### src/rtl/ibr_pkg.sv
`timescale 1ns / 1ps
// ----------------------------------------------------------------------------
// ibr_pkg
// Shared widths, payload types, register codes and helpers for the IMU
// bias and mounting rotation block.
// ----------------------------------------------------------------------------
package ibr_pkg;

    localparam int SAMPLE_BITS    = 16;
    localparam int QUAT_FRAC_BITS = 14;
    localparam int QUAT_BITS      = 16;
    localparam int LANE_BITS      = 16;
    localparam int CFG_W          = 64;

    localparam int BIAS_SUM_W = ((SAMPLE_BITS > LANE_BITS) ? SAMPLE_BITS : LANE_BITS) + 1;
    localparam int QPROD_W    = 2 * QUAT_BITS;
    localparam int QACC_W     = QPROD_W + 3;
    localparam int MPROD_W    = 2 * LANE_BITS;
    localparam int ENT_W      = ((MPROD_W + 3) > (2 * QUAT_FRAC_BITS + 2)) ?
                                (MPROD_W + 3) : (2 * QUAT_FRAC_BITS + 2);
    localparam int COEF_W     = ENT_W - QUAT_FRAC_BITS;
    localparam int VPROD_W    = COEF_W + SAMPLE_BITS;
    localparam int VACC_W     = VPROD_W + 3;

    localparam logic [CFG_W-1:0] MOUNT_RESET = 64'd16384;

    typedef enum logic [1:0] {
        CFG_BIAS_ENABLE = 2'd0,
        CFG_MOUNT_QUAT  = 2'd1,
        CFG_GYRO_BIAS   = 2'd2,
        CFG_ACCEL_BIAS  = 2'd3
    } t_cfg_idx;

    // index 0 = x ... 3 = w
    typedef logic [3:0][QUAT_BITS-1:0]   t_quat;
    typedef logic [2:0][SAMPLE_BITS-1:0] t_vec;
    typedef logic [2:0][COEF_W-1:0]      t_row;
    typedef t_row [2:0]                  t_rot;

    typedef struct packed {
        logic signed [QUAT_BITS-1:0]   quat_x;
        logic signed [QUAT_BITS-1:0]   quat_y;
        logic signed [QUAT_BITS-1:0]   quat_z;
        logic signed [QUAT_BITS-1:0]   quat_w;
        logic signed [SAMPLE_BITS-1:0] gyro_x;
        logic signed [SAMPLE_BITS-1:0] gyro_y;
        logic signed [SAMPLE_BITS-1:0] gyro_z;
        logic signed [SAMPLE_BITS-1:0] accel_x;
        logic signed [SAMPLE_BITS-1:0] accel_y;
        logic signed [SAMPLE_BITS-1:0] accel_z;
    } t_sample;

    typedef struct packed {
        logic signed [QUAT_BITS-1:0]   out_quat_x;
        logic signed [QUAT_BITS-1:0]   out_quat_y;
        logic signed [QUAT_BITS-1:0]   out_quat_z;
        logic signed [QUAT_BITS-1:0]   out_quat_w;
        logic signed [SAMPLE_BITS-1:0] out_gyro_x;
        logic signed [SAMPLE_BITS-1:0] out_gyro_y;
        logic signed [SAMPLE_BITS-1:0] out_gyro_z;
        logic signed [SAMPLE_BITS-1:0] out_accel_x;
        logic signed [SAMPLE_BITS-1:0] out_accel_y;
        logic signed [SAMPLE_BITS-1:0] out_accel_z;
    } t_result;

    // Mount component feeding each Hamilton product term; terms are ordered
    // qw, qx, qy, qz and packed term 0 in the low bits.
    function automatic logic [7:0] f_qmap(input logic [1:0] lane);
        logic [7:0] map;
        case (lane)
            2'd0:    map = {2'd1, 2'd2, 2'd3, 2'd0};
            2'd1:    map = {2'd0, 2'd3, 2'd2, 2'd1};
            2'd2:    map = {2'd3, 2'd0, 2'd1, 2'd2};
            default: map = {2'd2, 2'd1, 2'd0, 2'd3};
        endcase
        return map;
    endfunction

    // Terms that are subtracted in each Hamilton product lane
    function automatic logic [3:0] f_qneg(input logic [1:0] lane);
        logic [3:0] neg;
        case (lane)
            2'd0:    neg = 4'b1000;
            2'd1:    neg = 4'b0010;
            2'd2:    neg = 4'b0100;
            default: neg = 4'b1110;
        endcase
        return neg;
    endfunction

    function automatic logic [SAMPLE_BITS-1:0] f_bias_sat(
        input logic [SAMPLE_BITS-1:0] s,
        input logic [LANE_BITS-1:0]   b
    );
        logic signed [BIAS_SUM_W-1:0]     sum;
        logic [BIAS_SUM_W-SAMPLE_BITS:0]  hi;
        logic [SAMPLE_BITS-1:0]           res;
        sum = BIAS_SUM_W'($signed(s)) + BIAS_SUM_W'($signed(b));
        hi  = sum[BIAS_SUM_W-1:SAMPLE_BITS-1];
        if ((&hi) || !(|hi)) begin
            res = sum[SAMPLE_BITS-1:0];
        end else begin
            res = {sum[BIAS_SUM_W-1], {(SAMPLE_BITS-1){~sum[BIAS_SUM_W-1]}}};
        end
        return res;
    endfunction

endpackage

### src/rtl/ibr_quat_lane.sv
`timescale 1ns / 1ps
// ----------------------------------------------------------------------------
// ibr_quat_lane
// One component of the quaternion product: four registered products, then
// signed sum, round half up and saturate to Q1.14.
// ----------------------------------------------------------------------------
module ibr_quat_lane
    import ibr_pkg::*;
(
    input  logic                 i_clk,
    input  logic                 i_en,
    input  t_quat                i_q,
    input  t_quat                i_m,
    input  logic [3:0]           i_neg,
    output logic [QUAT_BITS-1:0] o_res
);

    localparam logic signed [QACC_W-1:0] HALF =
        {{(QACC_W-1){1'b0}}, 1'b1} << (QUAT_FRAC_BITS - 1);

    logic signed [QPROD_W-1:0]       r_prod [4];
    logic signed [QACC_W-1:0]        acc;
    logic signed [QACC_W-1:0]        term;
    logic signed [QACC_W-1:0]        sh;
    logic [QACC_W-QUAT_BITS:0]       hi;

    always_ff @(posedge i_clk) begin
        if (i_en) begin
            for (int i = 0; i < 4; i++) begin
                r_prod[i] <= $signed(i_q[i]) * $signed(i_m[i]);
            end
        end
    end

    always_comb begin
        acc = HALF;
        for (int i = 0; i < 4; i++) begin
            term = QACC_W'(r_prod[i]);
            acc  = i_neg[i] ? (acc - term) : (acc + term);
        end
        sh = acc >>> QUAT_FRAC_BITS;
        hi = sh[QACC_W-1:QUAT_BITS-1];
        if ((&hi) || !(|hi)) begin
            o_res = sh[QUAT_BITS-1:0];
        end else begin
            o_res = {sh[QACC_W-1], {(QUAT_BITS-1){~sh[QACC_W-1]}}};
        end
    end

endmodule

### config.mk
export PLATFORM = sky130hd
export DESIGN_NAME = ibr_quat_lane
export DESIGN_NICKNAME = d
export VERILOG_FILES = /design/src/rtl/ibr_pkg.sv /design/src/rtl/ibr_quat_lane.sv
export SDC_FILE = /design/constraint.sdc
export NUM_CORES = 2
export LEC_CHECK = 0
export ABC_AREA = 1
export ABC_CLOCK_PERIOD_IN_PS = 9550
export BUFFER_PORTS_ARGS = -buffer_cell sky130_fd_sc_hd__buf_2
export CAP_MARGIN = 20
export CORE_AREA = 2 2 328 330
export CTS_BUF_LIST = sky130_fd_sc_hd__clkbuf_8
export CTS_CLUSTER_DIAMETER = 50
export CTS_CLUSTER_SIZE = 10
export DETAILED_ROUTE_END_ITERATION = 12
export DIE_AREA = 0 0 330 332
export PLACE_DENSITY = 0.7
export SKIP_CTS_REPAIR_TIMING = 1
export SLEW_MARGIN = 20
export SYNTH_ARGS = -nofsm -noshare
export SYNTH_HDL_FRONTEND = slang
export SYNTH_SLANG_ARGS = --single-unit
### constraint.sdc
create_clock -name i_clk -period 9.55 [get_ports i_clk]
set_clock_uncertainty 0.1 [all_clocks]
set_input_delay 0.955 -clock i_clk [delete_from_list [all_inputs] [get_ports i_clk]]
set_output_delay 0.955 -clock i_clk [all_outputs]
set_load 0.05 [all_outputs]
==> out/qor.yml <==
status: "complete, but fails checks"
failed_checks: "design-rule violations"
root_buffer: "clkbuf_8"
synth_top_family_by_area: "adder cells"
die_x_um: 330
synth_area_per_cell_um2: 7.99
top_register: "r_prod"
netlist_area_um2: 52700
max_freq_mhz: 114
synth_xor_area_frac: 0.0585
worstHoldPathType: "primary input to register"
drc: 8
largest_register_ffs: 128
grt_max_degree: 68
die_area_um2: 110000
grt_overflow: 0
ys_seq_elements: 128
clk_path_buf_depth: 2
cp-start-kind: "register"
yosysWarningCount: 0
cp.arrival_ns: 7.76
cp_slowest_cell: "edfxtp_1"
setup_viol: 0
maxCapViolations: 0
cts.sinks: 128
critPathKind: "register to output port"
tightest_slew_ns: 0.920
synth_edf_count: 128
drive_above_1_share: 0.0526
async_flop_share: 0
die_y_um: 332
fillCellCount: 10200
mostFrequentLayoutCells: "1,794 x inv_1, 1,473 x nand2_1, 1,050 x fa_1"
synthAdderAreaFrac: 0.503
synth_top_flop_cell: "edfxtp_1"
via_per_inst: 5.14
yosys-mux-area-fraction: 0
met3_usage: 0.0311
htree_levels: 4
grt_busiest_layer: "met2"
vias: 41000
synthToLayoutAreaGrowth_pct: 4.10
synth_top_area_frac: 0.399
yosysTopAreaCell: "fa_1"
whs_endpoint: "r_prod[3][0]$_DFFE_PP_"
critical_path.endpoint_type: "output port"
routabilityCongestion: 0.952
final_common_cell: "inv_1"
ant_nets: 0
grt.total_usage: 0.243
dp_hpwl_um: 108000
grt_pass1_vias: 43500
wl_per_cell_um: 15.9
synth_compound_area_frac: 0.0612
drt_iter0_drc: 2867
period_needed_ns: 8.81
synth_cell_types: 60
grt_pass1_wl_um: 217000
yosys.area_share.simple: 0.161
antenna_found_initial: 2
largestRegisters: "r_prod: 128 flops"
finalHoldViolCount: 0
layout_worst_path_cycle_share: 0.923
fin_cells: 7978
cpPeakStageDelay_ns: 0.43
critical_path_required_ns: 8.50
fin_nets: 8181
core_um2: 106000
io_buffers: 149
first_pass_iters: 10
cts_tree: "done"
syn_nets: 8213
grtUsageMet2: 0.414
final_max_slew_viol_count: 0
grt_util_met1: 0.332
clk_pin_slew_worst_paths_ns: 0.08
crit_path_max_fanout: 15
slew_headroom: 0.386
seq_area_frac_synth: 0.0730
crit_top_cell: "nand2_1"
hold_start: "i_m[48]"
io_pins: 150
synth_cells: 6593
tns_ns: 0
whs_path_depth: 3
numCtsBuffers: 17
dp.cells: 7944
synth.area.top_cells: "fa_1 40%, inv_1 13%, nand2_1 10%"
initial_utilization: 0.495
wl_um: 127000
num_rows: 120
==> metal layers <==
layer / wire (um) / vias to the layer above
li1: - / 19300
met1: 55100 / 20400
met2: 61500 / 1185
met3: 8170 / 171
met4: 2440 / 2
met5: 13 / -
==> Yosys cell counts (all sizes together), types with 4 or more instances <==
library cell	number
o21a	15
a21o	25
clkbuf	199
nor4	17
a21oi	255
a211oi	6
ha	436
nor2	299
o2111ai	4
nand2	1504
xor2	213
xnor2	138
o211ai	12
buf	6
a21boi	14
o21bai	10
nand4	18
inv	1801
nor3	37
a31oi	39
or2	65
fa	1050
o31ai	13
edfxtp	128
nand3b	6
nand3	106
o21ai	160
==> area by class of cell <==
type / instances / area (um^2) / area share
multi-input cells: 4459 / 41300 / 0.753
inverters: 1801 / 6760 / 0.123
flip-flops and latches: 128 / 3840 / 0.0701
well taps: 1403 / 1760 / 0.0320
repair buffers: 153 / 778 / 0.0142
clock buffers: 17 / 234 / 0.00427
clock inverters: 15 / 134 / 0.00244
repair inverters: 1 / 5.00 / 0.0000913
diodes: 1 / 2.50 / 0.0000456
==> logic make-up after synthesis <==
kind of cell / after synthesis
adder cells (fa/ha/maj): 1486
buffers and inverters: 2006
flip-flops: 128
AND/OR/NAND/NOR: 2056
AO/OA/AOI/OAI: 566
XOR/XNOR: 351
==> worst max path at each step <==
stage,slack [ns],from,endpoint,depth (start not counted)
global route,-0.008,r_prod[0][2]$_DFFE_PP_,o_res[2],40
CTS,0.53,r_prod[1][0]$_DFFE_PP_,o_res[8],36
floorplan,1.66,i_neg[0],o_res[11],43
global placement,0.69,i_neg[1],o_res[1],36
finish,0.74,r_prod[1][0]$_DFFE_PP_,o_res[0],36
detailed placement,0.58,i_neg[1],o_res[8],36
==> critical path, delay by kind of cell (launching register included) <==
family | cells | cell delay (ns)
AOI/OAI and AO/OA | 10 | 1.97
xor gates and xnor gates | 4 | 0.87
adders and majority gates | 4 | 1.19
buffers and inverters | 3 | 0.48
DFF | 1 | 0.43
and+or+nand+nor | 15 | 2.35
==> per-stage QoR <==
stage               cell area (um^2)  worst slack [ns]  utilization  hold slack [ns]
detailed placement             54400             0.579        0.512             1.38
global placement               54400             0.695        0.512             1.37
floorplan                      52700              1.66            -            0.967
global route                   54800          -0.00761        0.516            0.879
finish                         54800             0.740        0.516            0.870
CTS                            54800             0.530        0.515            0.836
Power is left out: the tool's default activity adds up to more than one toggle a clock period on the data nets, which glitch-free logic cannot reach.
