`config.mk`:
```
export PLATFORM = sky130hd
export DESIGN_NAME = ibr_vec_lane
export DESIGN_NICKNAME = d
export VERILOG_FILES = /design/src/rtl/ibr_pkg.sv /design/src/rtl/ibr_vec_lane.sv
export SDC_FILE = /design/constraint.sdc
export NUM_CORES = 2
export LEC_CHECK = 0
export ABC_AREA = 1
export BUFFER_PORTS_ARGS = -buffer_cell sky130_fd_sc_hd__buf_4
export CAP_MARGIN = 20
export CORE_ASPECT_RATIO = 1.4
export CORE_UTILIZATION = 40
export DETAILED_ROUTE_END_ITERATION = 10
export GPL_ROUTABILITY_DRIVEN = 0
export PLACE_DENSITY = 0.59
export SLEW_MARGIN = 20
export SYNTH_ARGS = -nofsm -noshare
export SYNTH_HDL_FRONTEND = slang
export SYNTH_SLANG_ARGS = --single-unit
```
`constraint.sdc`:
```
create_clock -name i_clk -period 7.4 [get_ports i_clk]
set_input_delay 1.48 -clock i_clk [delete_from_list [all_inputs] [get_ports i_clk]]
set_output_delay 1.48 -clock i_clk [all_outputs]
set_load 0.01 [all_outputs]
```
`src/rtl/ibr_pkg.sv`:
```
`timescale 1ns / 1ps
// ----------------------------------------------------------------------------
// ibr_pkg
// Shared widths, payload types, register codes and helpers for the IMU
// bias and mounting rotation block.
// ----------------------------------------------------------------------------
package ibr_pkg;

    localparam int SAMPLE_BITS    = 16;
    localparam int QUAT_FRAC_BITS = 14;
    localparam int QUAT_BITS      = 16;
    localparam int LANE_BITS      = 16;
    localparam int CFG_W          = 64;

    localparam int BIAS_SUM_W = ((SAMPLE_BITS > LANE_BITS) ? SAMPLE_BITS : LANE_BITS) + 1;
    localparam int QPROD_W    = 2 * QUAT_BITS;
    localparam int QACC_W     = QPROD_W + 3;
    localparam int MPROD_W    = 2 * LANE_BITS;
    localparam int ENT_W      = ((MPROD_W + 3) > (2 * QUAT_FRAC_BITS + 2)) ?
                                (MPROD_W + 3) : (2 * QUAT_FRAC_BITS + 2);
    localparam int COEF_W     = ENT_W - QUAT_FRAC_BITS;
    localparam int VPROD_W    = COEF_W + SAMPLE_BITS;
    localparam int VACC_W     = VPROD_W + 3;

    localparam logic [CFG_W-1:0] MOUNT_RESET = 64'd16384;

    typedef enum logic [1:0] {
        CFG_BIAS_ENABLE = 2'd0,
        CFG_MOUNT_QUAT  = 2'd1,
        CFG_GYRO_BIAS   = 2'd2,
        CFG_ACCEL_BIAS  = 2'd3
    } t_cfg_idx;

    // index 0 = x ... 3 = w
    typedef logic [3:0][QUAT_BITS-1:0]   t_quat;
    typedef logic [2:0][SAMPLE_BITS-1:0] t_vec;
    typedef logic [2:0][COEF_W-1:0]      t_row;
    typedef t_row [2:0]                  t_rot;

    typedef struct packed {
        logic signed [QUAT_BITS-1:0]   quat_x;
        logic signed [QUAT_BITS-1:0]   quat_y;
        logic signed [QUAT_BITS-1:0]   quat_z;
        logic signed [QUAT_BITS-1:0]   quat_w;
        logic signed [SAMPLE_BITS-1:0] gyro_x;
        logic signed [SAMPLE_BITS-1:0] gyro_y;
        logic signed [SAMPLE_BITS-1:0] gyro_z;
        logic signed [SAMPLE_BITS-1:0] accel_x;
        logic signed [SAMPLE_BITS-1:0] accel_y;
        logic signed [SAMPLE_BITS-1:0] accel_z;
    } t_sample;

    typedef struct packed {
        logic signed [QUAT_BITS-1:0]   out_quat_x;
        logic signed [QUAT_BITS-1:0]   out_quat_y;
        logic signed [QUAT_BITS-1:0]   out_quat_z;
        logic signed [QUAT_BITS-1:0]   out_quat_w;
        logic signed [SAMPLE_BITS-1:0] out_gyro_x;
        logic signed [SAMPLE_BITS-1:0] out_gyro_y;
        logic signed [SAMPLE_BITS-1:0] out_gyro_z;
        logic signed [SAMPLE_BITS-1:0] out_accel_x;
        logic signed [SAMPLE_BITS-1:0] out_accel_y;
        logic signed [SAMPLE_BITS-1:0] out_accel_z;
    } t_result;

    // Mount component feeding each Hamilton product term; terms are ordered
    // qw, qx, qy, qz and packed term 0 in the low bits.
    function automatic logic [7:0] f_qmap(input logic [1:0] lane);
        logic [7:0] map;
        case (lane)
            2'd0:    map = {2'd1, 2'd2, 2'd3, 2'd0};
            2'd1:    map = {2'd0, 2'd3, 2'd2, 2'd1};
            2'd2:    map = {2'd3, 2'd0, 2'd1, 2'd2};
            default: map = {2'd2, 2'd1, 2'd0, 2'd3};
        endcase
        return map;
    endfunction

    // Terms that are subtracted in each Hamilton product lane
    function automatic logic [3:0] f_qneg(input logic [1:0] lane);
        logic [3:0] neg;
        case (lane)
            2'd0:    neg = 4'b1000;
            2'd1:    neg = 4'b0010;
            2'd2:    neg = 4'b0100;
            default: neg = 4'b1110;
        endcase
        return neg;
    endfunction

    function automatic logic [SAMPLE_BITS-1:0] f_bias_sat(
        input logic [SAMPLE_BITS-1:0] s,
        input logic [LANE_BITS-1:0]   b
    );
        logic signed [BIAS_SUM_W-1:0]     sum;
        logic [BIAS_SUM_W-SAMPLE_BITS:0]  hi;
        logic [SAMPLE_BITS-1:0]           res;
        sum = BIAS_SUM_W'($signed(s)) + BIAS_SUM_W'($signed(b));
        hi  = sum[BIAS_SUM_W-1:SAMPLE_BITS-1];
        if ((&hi) || !(|hi)) begin
            res = sum[SAMPLE_BITS-1:0];
        end else begin
            res = {sum[BIAS_SUM_W-1], {(SAMPLE_BITS-1){~sum[BIAS_SUM_W-1]}}};
        end
        return res;
    endfunction

endpackage

```
`src/rtl/ibr_vec_lane.sv`:
```
`timescale 1ns / 1ps
// ----------------------------------------------------------------------------
// ibr_vec_lane
// One output axis of a vector rotation: three registered products of a
// matrix row and the sample, then sum, round half up and saturate.
// ----------------------------------------------------------------------------
module ibr_vec_lane
    import ibr_pkg::*;
(
    input  logic                   i_clk,
    input  logic                   i_en,
    input  t_row                   i_row,
    input  t_vec                   i_vec,
    output logic [SAMPLE_BITS-1:0] o_res
);

    localparam logic signed [VACC_W-1:0] HALF =
        {{(VACC_W-1){1'b0}}, 1'b1} << (QUAT_FRAC_BITS - 1);

    logic signed [VPROD_W-1:0]       r_prod [3];
    logic signed [VACC_W-1:0]        acc;
    logic signed [VACC_W-1:0]        sh;
    logic [VACC_W-SAMPLE_BITS:0]     hi;

    always_ff @(posedge i_clk) begin
        if (i_en) begin
            for (int i = 0; i < 3; i++) begin
                r_prod[i] <= $signed(i_row[i]) * $signed(i_vec[i]);
            end
        end
    end

    always_comb begin
        acc = HALF;
        for (int i = 0; i < 3; i++) begin
            acc = acc + VACC_W'(r_prod[i]);
        end
        sh = acc >>> QUAT_FRAC_BITS;
        hi = sh[VACC_W-1:SAMPLE_BITS-1];
        if ((&hi) || !(|hi)) begin
            o_res = sh[SAMPLE_BITS-1:0];
        end else begin
            o_res = {sh[VACC_W-1], {(SAMPLE_BITS-1){~sh[VACC_W-1]}}};
        end
    end

endmodule

```
==> results.yml <==
flow_run:
  maxCapViolations: 0
sta:
  fmax_mhz: 144.0
  relSlewSlack_pct: 47.80
  tns_ns: 0
  finalCritPeriodShare_pct: 93.84
  report.final.hold_viol_count: 0
  rsz0062_at_grt: "no"
  setup_viol_count_final: 0
  period_needed_ns: 6.944
  drv_slew: 0
  worstMarginPinSlew_ns: 0.7830
cts:
  clockRootBuffer: "clkbuf_16"
  cts_resized: 0
  ctsHtreeMaxLevel: 3
  clk_pin_slew_ns: 0.07
  cts.sinks: 111
  cts_tree: "built"
  ctsHoldBuffers: 0
  cts_made_buffers: 9
  clockBufferDepth: 2
  cts_setup_buffers: 0
synthesis:
  netlist_instances: 5572
  yosysUniqueCellTypes: 39
  ys_seq_area_share_pct: 7.367
  yosysTopAreaCellShare_pct: 45.66
  synth_area_um2: 45250
  yosys_register_bits: 111
  synthTopCellsByArea: "fa_1 46%, inv_1 14%, nand2_1 12%, ha_1 9.7%, edfxtp_1 7.4%"
  synth-edff-count: 111
  yosys_warnings: 0
  yosysTopAreaCell: "fa_1"
  async_reset_ff_share_pct: 0
  synthFlopType: "edfxtp_1"
  syn_avg_cell_area_um2: 8.120
  syn_nets: 7066
critical_path:
  cp.required_ns: 7.50
  cp_slowest_stage_delay_ns: 0.51
  crit_path_cell_trace: "buf_4 -> inv_1 -> or2_2 -> fa_1 -> fa_1 -> inv_1 -> fa_1 -> fa_1 -> fa_1 -> inv_1 -> fa_1 -> inv_1 -> ha_1 -> a21oi_1 -> a21boi_0 -> o21ai_0 -> a21oi_1 -> nor2_1 -> nor2_1 -> o21ai_0 -> xor2_1"
  crit_family: "adder cells"
  crit_slowest_cell: "fa_1"
  critical_path_buf_inv_count: 5
  start_kind: "primary input"
  arrival_ns: 7.04
  cp_common_cell: "fa_1"
  cp-end-kind: "flip-flop"
  worst-path-max-fanout: 16
  path_class: "primary input to flip-flop"
global_routing:
  grt_max_degree: 59
  grt_overflow: 0
  met3_usage_pct: 2.167
  grt_pass1_wl_mm: 197.6
  grt_pass1_vias: 36900
  grt_usage_pct: 22.36
  gr-usage-met1_pct: 25.17
  grt-busiest-layer: "met2"
  antenna_found_initial: 5
  gr-usage-met2_pct: 42.69
floorplanning:
  die_y_um: 399.9
  die_width_um: 286.2
  start_util_pct: 40.42
  core_area_um2: 111900
  pin_count: 129
  rows: 145
  dieArea_um2: 114500
cells_and_area:
  top_regs: "r_prod: 111 flops"
  largest_reg_flops: 111
  stdcell_count: 7007
  max_flop_register: "r_prod"
  drive_gt1_share_pct: 3.703
  area_growth_pct: 5.536
  nets: 7025
place:
  hpwl_mm: 104.5
  io_buffer_count: 128
  dp_cells: 6990
worst_hold_path:
  hold_class: "primary input to flip-flop"
detailed_routing:
  drt_iter0_drc: 1679
  wire_per_inst_um: 17.58
  ant_nets: 0
  drt-total-wl_mm: 123.2
  drc_errors: 0
  routed_via_density: 4.881
  vias: 34200
  firstDrtPassIters: 6
run_status:
  status: "finished clean"
-- stage by stage --
stage          hold WS [ns]  util (%)  worst slack (ns)  area [um^2]
3_3_place_gp          1.968     42.39            0.1267        47450
5_1_grt               1.609     42.66            0.1275        47750
4_1_cts               1.600     42.66            0.4650        47750
2_1_floorplan         1.593         -            0.4108        45250
3_5_place_dp          1.983     42.39            0.1270        47450
6_report              1.611     42.66            0.4561        47750
-- synthesized netlist by cell type, drive strengths merged, types with 2 or more instances --
library cell	instances
a21boi	5
a21o	16
a21oi	161
a221oi	2
a31oi	7
buf	2
clkbuf	202
edfxtp	111
fa	1032
ha	349
inv	1709
nand2	1397
nand3	75
nand3b	4
nand4	16
nor2	190
nor3	20
nor4	8
o2111ai	2
o211ai	6
o21a	4
o21ai	73
o21bai	10
o221ai	4
o31ai	3
or2	18
xnor2	63
xor2	78
-- cell usage in the layout (no fill, tap or decap), types with 18 or more instances in the layout --
cell type	n
a21oi_1	161
xnor2_1	63
nand2_1	1389
nor2_1	184
buf_4	151
fa_1	1032
edfxtp_1	111
nor3_1	19
ha_1	349
o21ai_0	73
inv_1	1708
nand3_1	71
or2_2	18
xor2_1	78
-- layer usage --
metal	up-vias	share of wire, %	routed length, um
met2	780	54	66490
met5	-	0.033	41
li1	15740	-	-
met4	6	4.7	5736
met3	270	3.7	4579
met1	17410	38	46330
-- path summary, 6_finish.rpt --
path	slack [ns]	from	to	depth (start not counted)
worst max-delay path	0.46	i_vec[31]	r_prod[0][59]$_DFFE_PP_	21
worst min-delay path	1.61	i_row[0]	r_prod[0][0]$_DFFE_PP_	3
-- cells by family after synthesis --
kind of cell	share of synthesized area, %
AND/OR/NAND/NOR	15.02
flip-flops	7.367
XOR/XNOR	2.729
buffers and inverters	15.92
adder cells (fa/ha/maj)	55.31
AO/OA/AOI/OAI	3.650
-- final cells by class --
cell class | instances | area (um^2)
Sequential cell | 111 | 3333
Clock buffer | 9 | 225.2
Clock inverter | 7 | 72.57
Timing Repair Buffer | 152 | 1154
Inverter | 1709 | 6415
Antenna cell | 1 | 2.502
Tap cell | 1470 | 1839
Fill cell | 11400 | 64190
Multi-Input combinational cell | 3548 | 34710
-- tightest hold or removal path, cell delays in order --
cell     delay, ns
buf_4         0.19
nand2_1       0.09
inv_1         0.04
Power is left out: the tool's default activity adds up to more than one toggle a clock period on the data nets, which glitch-free logic cannot reach.
